[config.mk]
export PLATFORM = sky130hd
export DESIGN_NAME = brb_front
export DESIGN_NICKNAME = d
export VERILOG_FILES = /design/src/design/assert_macros.svh /design/src/design/brb_pkg.sv /design/src/design/brb_front.sv
export SDC_FILE = /design/constraint.sdc
export NUM_CORES = 1
export LEC_CHECK = 0
export CAP_MARGIN = 0
export CORE_UTILIZATION = 25
export DETAILED_ROUTE_END_ITERATION = 7
export DONT_BUFFER_PORTS = 1
export MAX_ROUTING_LAYER = met4
export PLACE_DENSITY = 0.41
export REMOVE_ABC_BUFFERS = 1
export SYNTH_ARGS = -nofsm -noshare
export SYNTH_HDL_FRONTEND = slang
export SYNTH_SLANG_ARGS = --single-unit
export TNS_END_PERCENT = 20
[constraint.sdc]
create_clock -name i_clk -period 4.6 [get_ports i_clk]
set_input_delay 0.46 -clock i_clk [delete_from_list [all_inputs] [get_ports i_clk]]
set_output_delay 0.46 -clock i_clk [all_outputs]
set_load 0.01 [all_outputs]
[src/design/assert_macros.svh]
// Assertion macros used by the ring buffer back end.
`ifndef ASSERT_MACROS_SVH
`define ASSERT_MACROS_SVH

`ifndef SYNTH

`define ASSERT_IMPLY(lbl, clk, rst_n, ante, cons) \
    lbl: assert property (@(posedge clk) disable iff (!rst_n) (ante) |-> (cons)) \
        else $error("assertion failed");

`define ASSERT_NEVER(lbl, clk, rst_n, expr) \
    lbl: assert property (@(posedge clk) disable iff (!rst_n) !(expr)) \
        else $error("assertion failed");

`else

`define ASSERT_IMPLY(lbl, clk, rst_n, ante, cons)

`define ASSERT_NEVER(lbl, clk, rst_n, expr)

`endif

`endif

[src/design/brb_pkg.sv]
// Types and constants of the byte ring buffer.
package brb_pkg;

    localparam int CAPACITY    = 1024;
    localparam int IDX_W       = $clog2(CAPACITY);
    localparam int PTR_W       = IDX_W + 1;
    localparam int MAX_REQUEST = 64;

    localparam int BYTE_W = 8;
    localparam int LEN_W  = 7;
    localparam int FILL_W = 11;

    // Queue depths are powers of two so that the pointers wrap on their own.
    localparam int JQ_DEPTH = 2;
    localparam int JQ_IDX_W = $clog2(JQ_DEPTH);
    localparam int JQ_CNT_W = $clog2(JQ_DEPTH + 1);
    localparam int OQ_DEPTH = 4;
    localparam int OQ_IDX_W = $clog2(OQ_DEPTH);
    localparam int OQ_CNT_W = $clog2(OQ_DEPTH + 1);

    typedef enum logic [1:0] {
        CMD_PRODUCE = 2'd0,
        CMD_CONSUME = 2'd1,
        CMD_PEEK    = 2'd2,
        CMD_DROP    = 2'd3
    } t_cmd;

    typedef enum logic {
        B_IDLE,
        B_READ
    } t_bstate;

    typedef struct packed {
        t_cmd              cmd;
        logic [BYTE_W-1:0] data;
        logic [LEN_W-1:0]  len;
    } t_job;

    typedef struct packed {
        logic [BYTE_W-1:0] read_byte;
        logic              byte_valid;
        logic [LEN_W-1:0]  moved;
        logic [FILL_W-1:0] fill;
        logic              last;
    } t_result;

endpackage

[src/design/brb_front.sv]
// Front end: decodes input beats into jobs and holds them in a short queue.
module brb_front
    import brb_pkg::*;
(
    input  logic              i_clk,
    input  logic              i_rst_n,
    input  logic              i_push,
    output logic              o_full,
    input  logic [1:0]        i_command,
    input  logic [BYTE_W-1:0] i_data_byte,
    input  logic [LEN_W-1:0]  i_length,
    output logic              o_job_valid,
    output t_job              o_job,
    input  logic              i_job_pop
);

    t_job                r_jq [JQ_DEPTH];
    logic [JQ_IDX_W-1:0] r_head;
    logic [JQ_IDX_W-1:0] r_tail;
    logic [JQ_CNT_W-1:0] r_cnt;
    logic [JQ_IDX_W-1:0] n_head;
    logic [JQ_IDX_W-1:0] n_tail;
    logic [JQ_CNT_W-1:0] n_cnt;
    logic                enq;
    logic                deq;
    t_job                job_in;

    always_comb begin
        job_in.cmd  = t_cmd'(i_command);
        job_in.data = i_data_byte;
        if (i_length > LEN_W'(MAX_REQUEST)) begin
            job_in.len = LEN_W'(MAX_REQUEST);
        end else begin
            job_in.len = i_length;
        end
    end

    assign o_full      = (r_cnt == JQ_CNT_W'(JQ_DEPTH));
    assign o_job_valid = (r_cnt != '0);
    assign o_job       = r_jq[r_head];
    assign enq         = i_push && !o_full;
    assign deq         = i_job_pop && o_job_valid;

    always_comb begin
        n_head = deq ? r_head + 1'b1 : r_head;
        n_tail = enq ? r_tail + 1'b1 : r_tail;
        n_cnt  = r_cnt + JQ_CNT_W'(enq) - JQ_CNT_W'(deq);
    end

    always_ff @(posedge i_clk) begin
        if (!i_rst_n) begin
            r_head <= '0;
            r_tail <= '0;
            r_cnt  <= '0;
        end else begin
            r_head <= n_head;
            r_tail <= n_tail;
            r_cnt  <= n_cnt;
        end
    end

    always_ff @(posedge i_clk) begin
        if (enq) begin
            r_jq[r_tail] <= job_in;
        end
    end

endmodule

==> results of run 1 <==
-- placed cells by master, fill, tap and decap left out, types with 2 or more instances in the layout --
cell      instances
dfxtp_1           5
and2_1            2
nor2b_1           6
mux2_2            7
nor2_1            3
nand2_1           2
ha_1              2
clkbuf_8          5
inv_1             3
mux2_4           10
nand2b_1          2
edfxtp_1         34
-- power groups by stage --
stage               logic (mW)  registers [mW]  clock network, mW
floorplan                0.197           0.504                  0
global placement         0.225           0.519                  0
detailed placement       0.232           0.521                  0
CTS                      0.233           0.514              0.230
global route             0.247           0.520              0.243
finish                   0.225           0.509              0.217
-- routing by layer --
layer | global-route usage (%) | vias up | share of wire [%]
met2 | 13.9 | 29 | 53
met1 | 7.83 | 316 | 38
li1 | - | 323 | -
met3 | 4.04 | 2 | 8.1
met5 | - | - | 0
met4 | 4.29 | 0 | 0.63
-- final cells by class --
class / instances / area, sq um
clock buffers: 6 / 72.6
clock inverters: 2 / 12.5
fillers: 609 / 4250
inverters: 3 / 11.3
multi-input cells: 42 / 394
flip-flops and latches: 39 / 1120
well taps: 75 / 93.8
-- path summary, 6_finish.rpt --
check / cells after the start / startpoint / to / slack, ns
min reg2reg: 2 / r_tail$_SDFFE_PN0P_ / r_tail$_SDFFE_PN0P_ / 0.50
max: 1 / flop / o_job[12] / 2.45
min: 0 / i_data_byte[5] / r_jq[1][12]$_DFFE_PP_ / 0.27
max reg2reg: 3 / r_cnt[0]$_SDFF_PN0_ / r_jq[0][1]$_DFFE_PP_ / 2.80
-- cells by family (layout without fill, tap and decap cells) --
kind of cell	count (synthesis)	in the layout	synth area share, %
muxes	18	18	15.3
AOI/OAI and AO/OA	1	1	0.482
adders and majority gates	2	2	1.60
buffers and inverters	6	11	2.97
DFF	39	39	71.9
and+or+nand+nor	19	19	6.58
xor gates and xnor gates	2	2	1.12
-- flip-flops by register name, indices dropped and copies added (netlist names), named ones only --
signal	count
r_head	1
r_jq	34
r_cnt	2
r_tail	1
==> metrics, run 1 <==
status completed; via count 670; Synth top cells by count edfxtp_1, mux2_4, mux2_2; Avg Cell Area, Syn 17.9 sq um; Peak VDD IR 280 uV; pre-CTS setup slack 2.67 ns; Sw Ratio 28.7%; Crit Path Category reg2out; Critical Path, Cell by Cell mux2_2; Netlist Area Pre-Place 1560 sq um; GRT Total Usage 8.30%; Max Clock Freq 465 MHz; height of the chip 81.0 um; non-filler instance count after layout 167; post-route ant nets 0; Ys Warns 0; Cell variety after synth 21; largest net degree at the start of global routing 18; Placer Congestion 0.568; Post-Route WL 2.37 mm; asr flop ratio synth 0%; WHS 0.266 ns; Die X 81.0 um; fraction of layout cells with a size suffix above 1 28.3%; cts bufs inserted 5; CTS resizes 0; row count 28; Min-Delay Path Class in2reg; area grow syn2layout 9.39%; Final Setup Violations 0; Detailed Route Iter0 Violations 16; CP endpoint kind output pin; Critical Path AT 1.69 ns; hpwl dp 1.59 mm; initial antenna violation count 0; Cells after Synth 87; clock power share 22.8%; Worst Skew 0.0105 ns; DP Area 1620 sq um; Period minus WS final 2.15 ns; CP required 4.14 ns; clk sinks 39; Fin Setup TNS 0 ns; total chip power 0.952 mW; Post-synth top flop edfxtp_1; root buf cell clkbuf_8; gr ovfl total 0; Comb pwr share 23.7%; Net Switching 0.273 mW; first-pass GRT wire length 3.60 mm; IO Count 40; Clk pin slew, worst setup/hold paths 0.08 ns; Remaining DRCs 0; H-Tree Depth 2; fin crit share 46.8%; initial core utilization 26.2%; slowest CP cell dfxtp_1; CTS tree yes; Post-synth EDFFs 34; setup ws final 2.45 ns; Post-CTS Repair Setup Buffers 0; crit-path max cell delay 0.95 ns; post-synthesis sequential area ratio 71.9%; type of origin of the critical path flop; core footprint 5960 sq um; cell taking the most area after synthesis edfxtp_1; Area contributors post-synth edfxtp_1, mux2_4, dfxtp_1, mux2_2, nor2b_1; clk buf depth 2; CP max FO 17; crit-path leading delay family flip-flops; routed len/inst 14.2 um; fin area 1710 sq um; diode count 0; vias in the first global route 723; Synth Register Bits 39; slew margin rel. 36.4%; TritonRoute pass-1 iters 4; Internal Pwr Total 0.679 mW; sequential share of power 53.5%; worst skew pair latency 0.28 ns; RSZ-0062 raised after global routing false; fin util 28.6%; Port Buffers 0; Max-Cap Viols 0; Worst Path Buf+Inv 0; count leader, synth edfxtp_1; hold buffers post-CTS 0; top-area cell type share of the netlist area 65.5%; Leak 0.602 nW; placed cell count 159; via-per-instance ratio 4.01; Final Slew Violations 0; pwr dens 558 nW/um^2; # nets final 114; Worst Tran Pin Value 0.952 ns; Final Hold Viols 0; die area 6560 sq um
Note: power is estimated with default switching activity, not from simulation.
==> inputs of run 2 (changes only) <==
--- a/config.mk
+++ b/config.mk
@@ -10,7 +10,7 @@
 export DETAILED_ROUTE_END_ITERATION = 7
 export DONT_BUFFER_PORTS = 1
 export MAX_ROUTING_LAYER = met4
-export PLACE_DENSITY = 0.41
+export PLACE_DENSITY = 0.43
 export REMOVE_ABC_BUFFERS = 1
 export SYNTH_ARGS = -nofsm -noshare
 export SYNTH_HDL_FRONTEND = slang
==> constraint.sdc (replaced) <==
create_clock -name i_clk -period 1.8 [get_ports i_clk]
set_input_delay 0.18 -clock i_clk [delete_from_list [all_inputs] [get_ports i_clk]]
set_output_delay 0.18 -clock i_clk [all_outputs]
set_load 0.01 [all_outputs]
==> run 2 against run 1 <==
Compared with the run above: sequential power increased by 140%; via count grew 13%; hold slack got worse by 0.23 ns; core utilization rose by 3.4 points; global-route usage increased by 0.26 points; first-iteration DRC count grew 50%; critical path depth is 7 higher; largest power group unchanged; sequential cell count is the same; die area did not move; sequential share of layout area shrank 6.9 points; clock skew decreased by 0.0022 ns; critical endpoint is now r_cnt[1]$_SDFF_PN0_.
==> metrics, run 2 (synthesized netlist as in run 1, its figures left out) <==
placed cell count 165 (+3.8%); Final Hold Viols 0 (unchanged); Die X 81.0 um (unchanged); via count 758 (+13%); Hold Path Depth 2 (+2); fin util 32.0% (+3.4 points); fraction of layout cells with a size suffix above 1 30.9% (+2.6 points); Worst Skew 0.00826 ns (-0.00219 ns); GRT Total Usage 8.57% (+0.26 points); Max-Cap Viols 0 (unchanged); crit-path leading delay family simple AND/OR/NAND/NOR gates; Worst Path Buf+Inv 1 (+1); height of the chip 81.0 um (unchanged); initial antenna violation count 0 (unchanged); initial core utilization 26.2% (unchanged); H-Tree Depth 2 (unchanged); core footprint 5960 sq um (unchanged); type of origin of the critical path flop; slowest CP cell dfxtp_1; largest net degree at the start of global routing 14 (-4); Placer Congestion 0.640 (+13%); Leak 0.704 nW (+17%); min-delay src i_rst_n; area occupied by multi-input gates 402 sq um (+1.9%); worst r2r src r_cnt[0]$_SDFF_PN0_; Fill cells 592 (-2.8%); IO Count 40 (unchanged); first-pass GRT wire length 3.73 mm (+3.5%); slew margin rel. 86.1% (+50 points); max reg flops 34 (unchanged); row count 28 (unchanged); clk buf depth 2 (unchanged); most frequent cells in the layout edfxtp_1, dlygate4sd3_1, mux2_4; diode count 0 (unchanged); root buf cell clkbuf_8; CTS tree yes; largest registers r_jq: 34 flops, r_cnt: 2 flops; reg2reg setup slack 0.14 ns (-2.66 ns); hpwl dp 1.81 mm (+14%); cts bufs inserted 5 (unchanged); clk sinks 39 (unchanged); gr ovfl total 0 (unchanged); Final Setup Violations 0 (unchanged); Post-Route WL 2.54 mm (+7.0%); Period minus WS final 1.66 ns; Critical Path, Cell by Cell nand2b_4, nand2_1, ha_1, inv_1, ha_1, xor2_1, and2_1, nor3_1; Min-Delay Path Class in2reg; Clk pin slew, worst setup/hold paths 0.08 ns (about the same); CP endpoint kind flop; Remaining DRCs 0 (unchanged); CP max FO 4 (-13); via-per-instance ratio 4.10 (+2.1%); Max Clock Freq 604 MHz; FF/Latch Area 1120 sq um (unchanged); RSZ-0062 raised after global routing false; Post-CTS Repair Setup Buffers 0 (unchanged); most used cell, CP ha_1; status completed; R2R Path End r_cnt[1]$_SDFF_PN0_; register with the most flip-flops r_jq; Critical Path AT 1.87 ns (+0.18 ns); post-route ant nets 0 (unchanged); Crit Path Category reg2reg; Detailed Route Iter0 Violations 24 (+8); Fin Setup TNS 0 ns (unchanged); worst skew pair latency 0.29 ns (about the same); die area 6560 sq um (unchanged); pwr dens 1400 nW/um^2 (+150%); Reg2Reg Depth 8 (+5); Peak VDD IR 418 uV (+49%); TritonRoute pass-1 iters 2 (-2); # nets final 132 (+16%); WHS 0.0343 ns (-0.232 ns); Worst Tran Pin Value 0.209 ns (-0.743 ns); area grow syn2layout 22.2%; Port Buffers 0 (unchanged); routed len/inst 13.7 um (-3.5%); CP required 2.02 ns (-2.12 ns); fin crit share 92.0%; crit-path max cell delay 0.37 ns (-0.58 ns); commonest non-fill, non-tap cell in the layout edfxtp_1; Final Slew Violations 0 (unchanged); Worst Hold Path EP r_tail$_SDFFE_PN0P_; non-filler instance count after layout 185 (+11%); vias in the first global route 793 (+9.7%)
## run 2: changes by cell type in the layout (fill, tap and decap cells not counted), sizes merged
cell	delta
bufinv	+1
buf	+6
dlygate4sd3	+12
clkinvlp	-1
clkbuf	-1
clkinv	+1
## run 2: per-stage QoR
step	setup slack, ns	cell area, sq um	power (mW)
2_1_floorplan	0.0935	1520	1.79
3_3_place_gp	0.262	1670	1.95
3_5_place_dp	0.122	1670	1.97
4_1_cts	0.117	1900	2.71
5_1_grt	0.0287	1910	2.82
6_report	0.145	1910	2.67
## run 2: cell type report
cell class / instances / area share, %
tap: 75 / 4.92
clock buffer: 5 / 3.61
multi-input combinational: 42 / 21.1
sequential: 39 / 58.8
inverter: 3 / 0.591
clock inverter: 3 / 2.30
timing repair buffer: 18 / 8.67
## run 2: where the power goes
group / internal (mW) / total (mW) / switching, mW
sequential: 1.17 / 1.24 / 0.0625
clock: 0.412 / 0.705 / 0.293
combinational: 0.355 / 0.731 / 0.376
## run 2: timing repair
item                                    in CTS  in global routing
hold buffers                                12                  0
endpoints found under the setup margin       0                  1
gates resized for setup                      0                  1
hold endpoints to repair                    23                  0
## run 2: layer usage
| layer | share of wire [%] | vias up | global-route usage, % |
|---|---|---|---|
| met5 | 0 | - | - |
| met4 | 3.0 | 0 | 5.89 |
| met3 | 8.7 | 6 | 4.16 |
| met2 | 50 | 26 | 14.2 |
| met1 | 38 | 371 | 7.65 |
| li1 | - | 355 | - |
## run 2: worst max-delay path by stage
stage                              from                    to  slack [ns]  depth (start not counted)
global route        r_cnt[0]$_SDFF_PN0_   r_cnt[1]$_SDFF_PN0_        0.03                          8
detailed placement  r_cnt[0]$_SDFF_PN0_   r_cnt[1]$_SDFF_PN0_        0.12                          8
floorplan           r_cnt[0]$_SDFF_PN0_  r_jq[0][0]$_DFFE_PP_        0.09                          3
global placement    r_cnt[0]$_SDFF_PN0_   r_cnt[1]$_SDFF_PN0_        0.26                          8
CTS                 r_cnt[0]$_SDFF_PN0_   r_cnt[1]$_SDFF_PN0_        0.12                          8
finish              r_cnt[0]$_SDFF_PN0_   r_cnt[1]$_SDFF_PN0_        0.14                          8
