--- src/design/assert_macros.svh ---
// Assertion macros used by the ring buffer back end.
`ifndef ASSERT_MACROS_SVH
`define ASSERT_MACROS_SVH

`ifndef SYNTH

`define ASSERT_IMPLY(lbl, clk, rst_n, ante, cons) \
    lbl: assert property (@(posedge clk) disable iff (!rst_n) (ante) |-> (cons)) \
        else $error("assertion failed");

`define ASSERT_NEVER(lbl, clk, rst_n, expr) \
    lbl: assert property (@(posedge clk) disable iff (!rst_n) !(expr)) \
        else $error("assertion failed");

`else

`define ASSERT_IMPLY(lbl, clk, rst_n, ante, cons)

`define ASSERT_NEVER(lbl, clk, rst_n, expr)

`endif

`endif

--- src/design/brb_pkg.sv ---
// Types and constants of the byte ring buffer.
package brb_pkg;

    localparam int CAPACITY    = 1024;
    localparam int IDX_W       = $clog2(CAPACITY);
    localparam int PTR_W       = IDX_W + 1;
    localparam int MAX_REQUEST = 64;

    localparam int BYTE_W = 8;
    localparam int LEN_W  = 7;
    localparam int FILL_W = 11;

    // Queue depths are powers of two so that the pointers wrap on their own.
    localparam int JQ_DEPTH = 2;
    localparam int JQ_IDX_W = $clog2(JQ_DEPTH);
    localparam int JQ_CNT_W = $clog2(JQ_DEPTH + 1);
    localparam int OQ_DEPTH = 4;
    localparam int OQ_IDX_W = $clog2(OQ_DEPTH);
    localparam int OQ_CNT_W = $clog2(OQ_DEPTH + 1);

    typedef enum logic [1:0] {
        CMD_PRODUCE = 2'd0,
        CMD_CONSUME = 2'd1,
        CMD_PEEK    = 2'd2,
        CMD_DROP    = 2'd3
    } t_cmd;

    typedef enum logic {
        B_IDLE,
        B_READ
    } t_bstate;

    typedef struct packed {
        t_cmd              cmd;
        logic [BYTE_W-1:0] data;
        logic [LEN_W-1:0]  len;
    } t_job;

    typedef struct packed {
        logic [BYTE_W-1:0] read_byte;
        logic              byte_valid;
        logic [LEN_W-1:0]  moved;
        logic [FILL_W-1:0] fill;
        logic              last;
    } t_result;

endpackage

--- src/design/brb_outq.sv ---
// Result queue that holds finished beats until the receiver pops them.
module brb_outq
    import brb_pkg::*;
(
    input  logic                i_clk,
    input  logic                i_rst_n,
    input  logic                i_push,
    input  t_result             i_res,
    input  logic                i_pop,
    output logic                o_empty,
    output t_result             o_res,
    output logic [OQ_CNT_W-1:0] o_count
);

    t_result             r_q [OQ_DEPTH];
    logic [OQ_IDX_W-1:0] r_head;
    logic [OQ_IDX_W-1:0] r_tail;
    logic [OQ_CNT_W-1:0] r_cnt;
    logic [OQ_IDX_W-1:0] n_head;
    logic [OQ_IDX_W-1:0] n_tail;
    logic [OQ_CNT_W-1:0] n_cnt;
    logic                deq;

    assign o_empty = (r_cnt == '0);
    assign o_res   = r_q[r_head];
    assign o_count = r_cnt;
    assign deq     = i_pop && !o_empty;

    always_comb begin
        n_head = deq ? r_head + 1'b1 : r_head;
        n_tail = i_push ? r_tail + 1'b1 : r_tail;
        n_cnt  = r_cnt + OQ_CNT_W'(i_push) - OQ_CNT_W'(deq);
    end

    always_ff @(posedge i_clk) begin
        if (!i_rst_n) begin
            r_head <= '0;
            r_tail <= '0;
            r_cnt  <= '0;
        end else begin
            r_head <= n_head;
            r_tail <= n_tail;
            r_cnt  <= n_cnt;
        end
    end

    always_ff @(posedge i_clk) begin
        if (i_push) begin
            r_q[r_tail] <= i_res;
        end
    end

endmodule

--- config.mk ---
export PLATFORM = sky130hd
export DESIGN_NAME = brb_outq
export DESIGN_NICKNAME = d
export VERILOG_FILES = /design/src/design/assert_macros.svh /design/src/design/brb_pkg.sv /design/src/design/brb_outq.sv
export SDC_FILE = /design/constraint.sdc
export NUM_CORES = 1
export LEC_CHECK = 0
export ABC_AREA = 1
export BUFFER_PORTS_ARGS = -buffer_cell sky130_fd_sc_hd__buf_4
export CAP_MARGIN = 20
export CORE_UTILIZATION = 55
export DETAILED_ROUTE_END_ITERATION = 7
export PLACE_DENSITY = 0.74
export RECOVER_POWER = 100
export REMOVE_ABC_BUFFERS = 1
export SETUP_SLACK_MARGIN = 0.4
export SLEW_MARGIN = 20
export SYNTH_ARGS = -nofsm -noshare
export SYNTH_HDL_FRONTEND = slang
export SYNTH_SLANG_ARGS = --single-unit
export TNS_END_PERCENT = 50
--- constraint.sdc ---
create_clock -name i_clk -period 2.08 [get_ports i_clk]
set_clock_uncertainty 0.1 [all_clocks]
set_input_delay 0.208 -clock i_clk [delete_from_list [all_inputs] [get_ports i_clk]]
set_output_delay 0.208 -clock i_clk [all_outputs]
set_load 0.02 [all_outputs]
==> results.yml, run 1 <==
sta:
  layout_setup_ws_ns: -0.00933
  slew_violations: 0
  hold_violations: 0
  grt_setup_unrepaired: "yes"
  max_clock_freq_mhz: 479
  final.period_utilization_pct: 100
  finalSetupViolations: 1
  slew_headroom_pct: 39.9
  min_period_ns: 2.09
  worst_slew_pin_slew_ns: 0.901
  setup_tns_ns: -0.00933
setup_path:
  path_class: "flop to output pin"
  endpoint_kind: "output pin"
  path_max_fanout: 12
  cp.arrival_ns: 1.78
  start_kind: "flop"
  required_ns: 1.77
drt:
  wirelength_um: 11900
  first_pass_iters: 5
  viasPerCell: 5.80
  routedWlPerCell_um: 20.8
  ant_nets: 0
  drtIter0Drc: 312
  via_count: 3309
  drt_drc_violations_left: 0
pwr:
  p_leak_nw: 2.33
  seqPwrFrac_pct: 36.8
  combPwrFrac_pct: 28.0
  swShare_pct: 31.3
  powerDensity_nw_per_um2: 1260
  internal_power_mw: 5.44
  clkPwrFrac_pct: 35.2
  power.total_mw: 7.92
  ir_drop_v: 0.000806
  switchingPower_mw: 2.48
placement:
  place.gp.congestion: 0.688
  hpwl_um: 5250
  preCtsSetupSlack_ns: 0.0772
  placed_cells: 493
  place_area_um2: 5230
  io_buffers: 63
global_route:
  gr-usage-met3_pct: 6.50
  met2_usage_pct: 45.5
  grt_busiest_layer: "met2"
  grt_util_met1_pct: 30.1
  antenna_found_initial: 0
  grt_usage_pct: 26.1
  grt_pass1_wl_um: 16100
  overflow: 0
  grt_pass1_vias: 3205
  grt_start_max_net_pins: 29
clocking:
  cts_tree: "built"
  htreeDepth: 4
  root_buffer: "clkbuf_8"
  clock_sinks: 121
  cts_inserted_buffers: 17
  clockBufferDepth: 2
  clk_pin_slew_ns: 0.06
  clk_latency_ns: 0.52
final_layout:
  fillCellCount: 488
  area_growth_pct: 36.4
  diodes: 0
  nets: 492
  drive_gt1_share_pct: 22.7
  instances_no_fill: 571
  stdcell_area_um2: 6280
min_path:
  hold_class: "primary input to flop"
logic_synthesis:
  avgSynthCellArea_um2: 13.9
  synth_top_area_share_pct: 73.0
  async_flop_share_pct: 0
  synth_seq_cells: 121
  yosysMostFrequentCell: "edfxtp_1"
  syn_inst: 331
  yosys_warnings: 0
  netlist.top_cell.by_area: "edfxtp_1"
  syn_area_um2: 4600
  ys_types: 18
  synthTopCellsByCount: "edfxtp_1, nor2_1, o21ai_0"
  synth_edf_count: 112
  yosysSeqAreaShare_pct: 77.0
  synth.area.top_cells: "edfxtp_1, nor2_1, o21ai_0, dfxtp_1, o22ai_1"
  synth_top_flop_cell: "edfxtp_1"
die:
  die_x_um: 93.5
  start_util_pct: 56.3
  die_y_um: 93.5
  boundaryPins: 64
  die-area_um2: 8740
  core_area_um2: 8180
  num_rows: 33
run_status:
  violations: "setup timing"
  status: "finished, violations left"
flow_run:
  drv_cap: 0
==> registers in the layout, summed over array words and instances (netlist names), named ones only <==
| signal | count |
|---|---|
| r_head | 2 |
| r_tail | 2 |
| r_q | 112 |
| o_count | 3 |
==> cell type report <==
type	instances	area [um^2]	share of cell area, %
well taps	105	131	2.09
multi-input cells	175	942	15.0
repair buffers	120	1010	16.0
clock buffers	17	414	6.59
flip-flops and latches	121	3550	56.6
inverters	18	80.1	1.27
clock inverters	15	153	2.43
==> placed cells by master (no fill, tap or decap), drive strengths merged, types with 5 or more instances in the layout <==
| cell | count |
|---|---|
| a21oi | 5 |
| dlygate4sd3 | 31 |
| o21ai | 58 |
| clkbuf | 66 |
| nor2 | 63 |
| clkinv | 9 |
| nand2 | 12 |
| dfxtp | 9 |
| buf | 40 |
| edfxtp | 112 |
| o22ai | 28 |
| inv | 18 |
| ha | 6 |
==> final timing paths <==
check | startpoint | end | slack (ns) | depth (start not counted)
min | i_pop | flop | 0.03 | 6
max | flop | o_res[3] | -0.009 | 5
min reg2reg | r_head[0]$_SDFFE_PN0P_ | flop | 0.40 | 2
max reg2reg | r_tail[0]$_SDFFE_PN0P_ | r_q[0][17]$_DFFE_PP_ | 0.13 | 5
==> worst max-delay path: stages, from the launching register on <==
cell,delay (ns)
dfxtp_4,0.40
inv_8,0.12
buf_12,0.15
nor2_1,0.08
o22ai_1,0.29
buf_4,0.21
==> kinds of logic after synthesis <==
family	after synthesis	synth area share (%)
DFF	121	77.0
AOI/OAI and AO/OA	91	10.7
and+or+nand+nor	77	6.33
buffers and inverters	35	3.99
adders and majority gates	7	2.07
==> power groups by stage <==
stage	Combinational, mW	Clock, mW	Sequential (mW)
6_report	2.22	2.79	2.92
2_1_floorplan	0.870	0	3.00
3_5_place_dp	1.73	0	2.91
4_1_cts	2.10	2.76	2.89
5_1_grt	2.35	2.90	2.93
3_3_place_gp	1.68	0	2.91
==> per-stage QoR <==
step / util (%) / hold WS [ns]
after floorplan: - / 0.206
after global placement: 63.9 / 0.309
after detailed placement: 63.9 / 0.313
after CTS: 77.8 / 0.0330
after global routing: 76.8 / 0.0531
final: 76.8 / 0.0331
==> what timing repair did <==
item,CTS,global route
setup endpoints to repair,31,31
cloned,4,1
pin swaps,8,3
hold buffers,31,0
hold endpoints to repair,121,0
buffers inserted,6,4
gates resized for setup,41,19
==> per-layer routing <==
metal | vias up | part of all wire (%)
li1 | 1467 | -
met5 | - | 0
met3 | 34 | 8.4
met1 | 1595 | 37
met2 | 213 | 52
met4 | 0 | 3.1
(Power assumes the default switching activity.)
==> inputs of run 2 (changes only) <==
==> constraint.sdc (replaced) <==
create_clock -name i_clk -period 2.2 [get_ports i_clk]
set_clock_uncertainty 0.1 [all_clocks]
set_input_delay 0.22 -clock i_clk [delete_from_list [all_inputs] [get_ports i_clk]]
set_output_delay 0.22 -clock i_clk [all_outputs]
set_load 0.02 [all_outputs]
==> results.yml, run 2 (synthesis results as in run 1) <==
drt:
  drt_drc_violations_left: 0
  ant_nets: 0
  wirelength_um: 11000
  via_count: 3200
  drtIter0Drc: 227
  routedWlPerCell_um: 19.2
  viasPerCell: 5.60
  first_pass_iters: 4
placement:
  place.gp.congestion: 0.673
  place_area_um2: 5220
  preCtsSetupSlack_ns: 0.177
  io_buffers: 63
  hpwl_um: 5070
setup_path:
  reg2reg_depth: 11
  path_class: "flop to output pin"
  path_max_fanout: 5
  cp.arrival_ns: 1.73
  start_kind: "flop"
  required_ns: 1.88
  endpoint_kind: "output pin"
  r2r_setup_slack_ns: 0.18
  r2r-end: "o_count[2]$_SDFF_PN0_"
  timing.rr.start: "o_count[1]$_SDFF_PN0_"
pwr:
  combPwrFrac_pct: 27.3
  seqPwrFrac_pct: 37.9
  p_leak_nw: 2.28
  power.total_mw: 7.25
  switchingPower_mw: 2.23
  clkPwrFrac_pct: 34.8
  swShare_pct: 30.7
  ir_drop_v: 0.000772
  internal_power_mw: 5.02
  powerDensity_nw_per_um2: 1160
final_layout:
  top_register: "r_q"
  mostFrequentLayoutCells: "edfxtp_1, nor2_1, clkbuf_1, o21ai_0, dlygate4sd3_1"
  diodes: 0
  nets: 492
  layout_commonest_cell: "edfxtp_1"
  drive_gt1_share_pct: 18.9
  stdcell_area_um2: 6240
  largest_reg_flops: 112
  area_growth_pct: 35.6
  utilization_pct: 76.4
sta:
  slew_headroom_pct: 42.9
  hold_violations: 0
  grt_setup_unrepaired: "yes"
  min_period_ns: 2.05
  worst_slew_pin_slew_ns: 0.857
  max_clock_freq_mhz: 487
  setup_tns_ns: 0
  finalSetupViolations: 0
  final.period_utilization_pct: 93.3
  layout_setup_ws_ns: 0.146
  slew_violations: 0
die:
  die_y_um: 93.5
  die-area_um2: 8740
  core_area_um2: 8180
  die_x_um: 93.5
  boundaryPins: 64
  start_util_pct: 56.3
  num_rows: 33
min_path:
  hold_depth: 4
  hold_class: "primary input to flop"
  min_to: "o_count[0]$_SDFF_PN0_"
  min_from: "i_rst_n"
global_route:
  grt_usage_pct: 25.7
  grt_pass1_wl_um: 15900
  overflow: 0
  grt_start_max_net_pins: 31
  grt_pass1_vias: 3119
  antenna_found_initial: 0
clocking:
  cts_tree: "built"
  clk_pin_slew_ns: 0.05
  clock_sinks: 121
  clockBufferDepth: 2
  htreeDepth: 4
  clk_latency_ns: 0.51
  root_buffer: "clkbuf_8"
  cts_inserted_buffers: 17
flow_run:
  drv_cap: 0
run_status:
  status: "complete, no violations"
## run 2: changes by cell type in the layout (fill, tap and decap cells not counted), sizes merged
cell      before  now
clkbuf        66   84
buf           40   28
clkinv         9    7
clkinvlp       4    2
bufinv         2    1
inv           18   17
## run 2: cell type report
class                   instances  area (um^2)
inverters                      18         87.6
clock inverters                 9         75.1
repair buffers                120          955
well taps                     105          131
multi-input cells             175          977
clock buffers                  23          467
flip-flops and latches        121         3550
fillers                       521         1930
## run 2: power by group through the flow
stage               registers, mW  logic [mW]  clock network (mW)
floorplan                    2.83       0.822                   0
global placement             2.75        1.59                   0
detailed placement           2.75        1.62                   0
CTS                          2.73        1.93                2.53
global route                 2.76        2.12                2.66
finish                       2.75        1.98                2.52
## run 2: what timing repair did
action | in CTS | in global routing
pin swaps | 5 | 9
hold buffers | 31 | 0
resized for setup | 35 | 30
cloned | 3 | 3
setup buffers | 7 | 3
endpoints found under the hold margin | 121 | 0
setup endpoints to repair | 30 | 30
## run 2: worst max-delay path: stages (launching register included)
cell	delay (ns)
dfxtp_4	0.38
inv_8	0.10
buf_12	0.13
clkbuf_16	0.15
nor2_1	0.04
o22ai_1	0.15
clkbuf_1	0.26
## run 2: how the worst max path moves through the flow
stage                                startpoint                    end  cells past startpoint
after floorplan                            flop               o_res[0]                      3
after global placement    o_count[1]$_SDFF_PN0_  o_count[2]$_SDFF_PN0_                     11
after detailed placement  o_count[1]$_SDFF_PN0_  o_count[2]$_SDFF_PN0_                     11
after CTS                                  flop               o_res[0]                      4
after global routing      o_count[1]$_SDFF_PN0_  o_count[2]$_SDFF_PN0_                     12
final                                      flop              o_res[20]                      6
## run 2: per-stage QoR
| step | cells | hold WS (ns) |
|---|---|---|
| after floorplan | 314 | 0.218 |
| after global placement | 492 | 0.320 |
| after detailed placement | 492 | 0.322 |
| after CTS | 565 | 0.325 |
| after global routing | 571 | 0.403 |
| final | 571 | 0.390 |
## run 2: per-layer routing
metal / global-route usage, % / vias to the layer above / share of wire (%)
li1: - / 1466 / -
met1: 30.6 / 1592 / 40
met2: 43.4 / 129 / 52
met3: 7.24 / 13 / 5.9
met4: 11.5 / 0 / 1.2
met5: 0 / - / 0
==> inputs of run 3 (changes only) <==
--- a/config.mk
+++ b/config.mk
@@ -8,8 +8,10 @@
 export ABC_AREA = 1
 export BUFFER_PORTS_ARGS = -buffer_cell sky130_fd_sc_hd__buf_4
 export CAP_MARGIN = 20
+export CORE_ASPECT_RATIO = 0.8
 export CORE_UTILIZATION = 55
 export DETAILED_ROUTE_END_ITERATION = 7
+export HOLD_SLACK_MARGIN = 0.15
 export PLACE_DENSITY = 0.74
 export RECOVER_POWER = 100
 export REMOVE_ABC_BUFFERS = 1
==> results.yml, run 3 (synthesis results as in run 1) <==
final_layout:
  instances_no_fill: 575
  area_growth_pct: 37.2
  diodes: 0
  layout_commonest_cell: "edfxtp_1"
  mostFrequentLayoutCells: "edfxtp_1, nor2_1, clkbuf_1, dlygate4sd3_1, buf_4"
  drive_gt1_share_pct: 22.7
  largest_reg_flops: 112
  nets: 494
  top_register: "r_q"
min_path:
  hold_depth: 2
  hold_class: "flop to flop"
  min_from: "r_head[0]$_SDFFE_PN0P_"
drt:
  ant_nets: 0
  via_count: 3198
  drtIter0Drc: 249
  wirelength_um: 10800
  viasPerCell: 5.56
  routedWlPerCell_um: 18.8
  drt_drc_violations_left: 0
  first_pass_iters: 4
pwr:
  internal_power_mw: 5.29
  ir_drop_v: 0.000779
  clkPwrFrac_pct: 37.0
  combPwrFrac_pct: 26.6
  seqPwrFrac_pct: 36.4
  swShare_pct: 29.8
  power.total_mw: 7.54
  powerDensity_nw_per_um2: 1190
  switchingPower_mw: 2.25
  p_leak_nw: 2.31
clocking:
  clk_pin_slew_ns: 0.06
  clockBufferDepth: 2
  cts_inserted_buffers: 17
  htreeDepth: 4
  cts_tree: "built"
  root_buffer: "clkbuf_8"
  clk_latency_ns: 0.51
  clock_sinks: 121
die:
  start_util_pct: 57.4
  die_y_um: 83.8
  num_rows: 29
  die-area_um2: 8740
  core_area_um2: 8020
  boundaryPins: 64
  die_x_um: 104
setup_path:
  worst_path_largest_cell_delay_ns: 0.42
  cp_common_cell: "inv_1"
  path_class: "flop to flop"
  path_max_fanout: 4
  start_kind: "flop"
  endpoint_kind: "flop"
  critPathBufInv: 3
  slowest_stage: "dfxtp_1"
  cpLargestDelayFamily: "adder cells"
  reg2reg_depth: 11
  r2r-end: "o_count[2]$_SDFF_PN0_"
  crit_chain: "nor2_4 > nand2_4 > inv_1 > nor2_1 > ha_1 > inv_1 > ha_1 > inv_1 > fa_1 > a21oi_1 > nor2_1"
  timing.rr.start: "o_count[1]$_SDFF_PN0_"
  cp.arrival_ns: 2.35
  required_ns: 2.50
  r2r_setup_slack_ns: 0.16
sta:
  worst_slew_pin_slew_ns: 0.769
  grt_setup_unrepaired: "yes"
  final.period_utilization_pct: 92.8
  setup_tns_ns: 0
  finalSetupViolations: 0
  min_period_ns: 2.04
  max_clock_freq_mhz: 490
  timing.hold.ws_ns: 0.392
  slew_violations: 0
  hold_violations: 0
  slew_headroom_pct: 48.7
run_status:
  status: "complete, no violations"
placement:
  place.gp.congestion: 0.770
  placed_cells: 501
  hpwl_um: 5240
  io_buffers: 63
global_route:
  antenna_found_initial: 0
  grt_usage_pct: 25.8
  grt_pass1_vias: 3149
  overflow: 0
  grt_pass1_wl_um: 16300
  grt_start_max_net_pins: 21
flow_run:
  drv_cap: 0
run 3: through the flow:
| step | area, um^2 | worst slack (ns) | util (%) |
|---|---|---|---|
| after floorplan | 4490 | -0.221 | - |
| after global placement | 5220 | 0.238 | 65.1 |
| after detailed placement | 5220 | 0.168 | 65.1 |
| after CTS | 6420 | 0.218 | 80.1 |
| after global routing | 6320 | 0.0724 | 78.8 |
| final | 6320 | 0.157 | 78.8 |
run 3: worst max path at each step:
stage | start | endpoint | slack (ns) | cells after the start
after floorplan | flop | o_res[0] | -0.22 | 3
after global placement | o_count[1]$_SDFF_PN0_ | o_count[2]$_SDFF_PN0_ | 0.24 | 11
after detailed placement | o_count[1]$_SDFF_PN0_ | o_count[2]$_SDFF_PN0_ | 0.17 | 11
after CTS | flop | o_res[12] | 0.22 | 5
after global routing | o_count[1]$_SDFF_PN0_ | o_count[2]$_SDFF_PN0_ | 0.07 | 11
final | o_count[1]$_SDFF_PN0_ | o_count[2]$_SDFF_PN0_ | 0.16 | 11
run 3: routing by layer:
| metal | vias to the layer above | track usage (%) | wire length, um |
|---|---|---|---|
| li1 | 1474 | - | - |
| met1 | 1575 | 32.8 | 4360 |
| met2 | 133 | 41.8 | 5600 |
| met3 | 16 | 6.01 | 696 |
| met4 | 0 | 13.1 | 180 |
| met5 | - | 0 | 0 |
run 3: power groups by stage:
stage	Sequential [mW]	Combinational, mW	Clock, mW
after floorplan	2.83	0.822	0
after global placement	2.75	1.57	0
after detailed placement	2.76	1.61	0
after CTS	2.74	1.98	2.80
after global routing	2.76	2.15	2.93
final	2.75	2.00	2.79
run 3: cell type report:
cell class | instances | area [um^2]
inverter | 18 | 85.1
multi-input combinational | 175 | 986
fill | 488 | 1700
clock buffer | 17 | 414
clock inverter | 14 | 181
tap | 108 | 135
timing repair buffer | 122 | 965
sequential | 121 | 3550
run 3: worst register-to-register path, cell delays in order, from the launching register on:
cell and delay [ns]:
dfxtp_1 0.42, nor2_4 0.08, nand2_4 0.08, inv_1 0.06
nor2_1 0.15, ha_1 0.26, inv_1 0.06, ha_1 0.13
inv_1 0.04, fa_1 0.37, a21oi_1 0.13, nor2_1 0.05
run 3: timing repair:
action,CTS,global route
pin swaps,8,5
endpoints found under the setup margin,30,30
buffers inserted,6,3
gates resized for setup,51,37
hold endpoints to repair,121,0
gates cloned,3,0
hold buffers,31,0
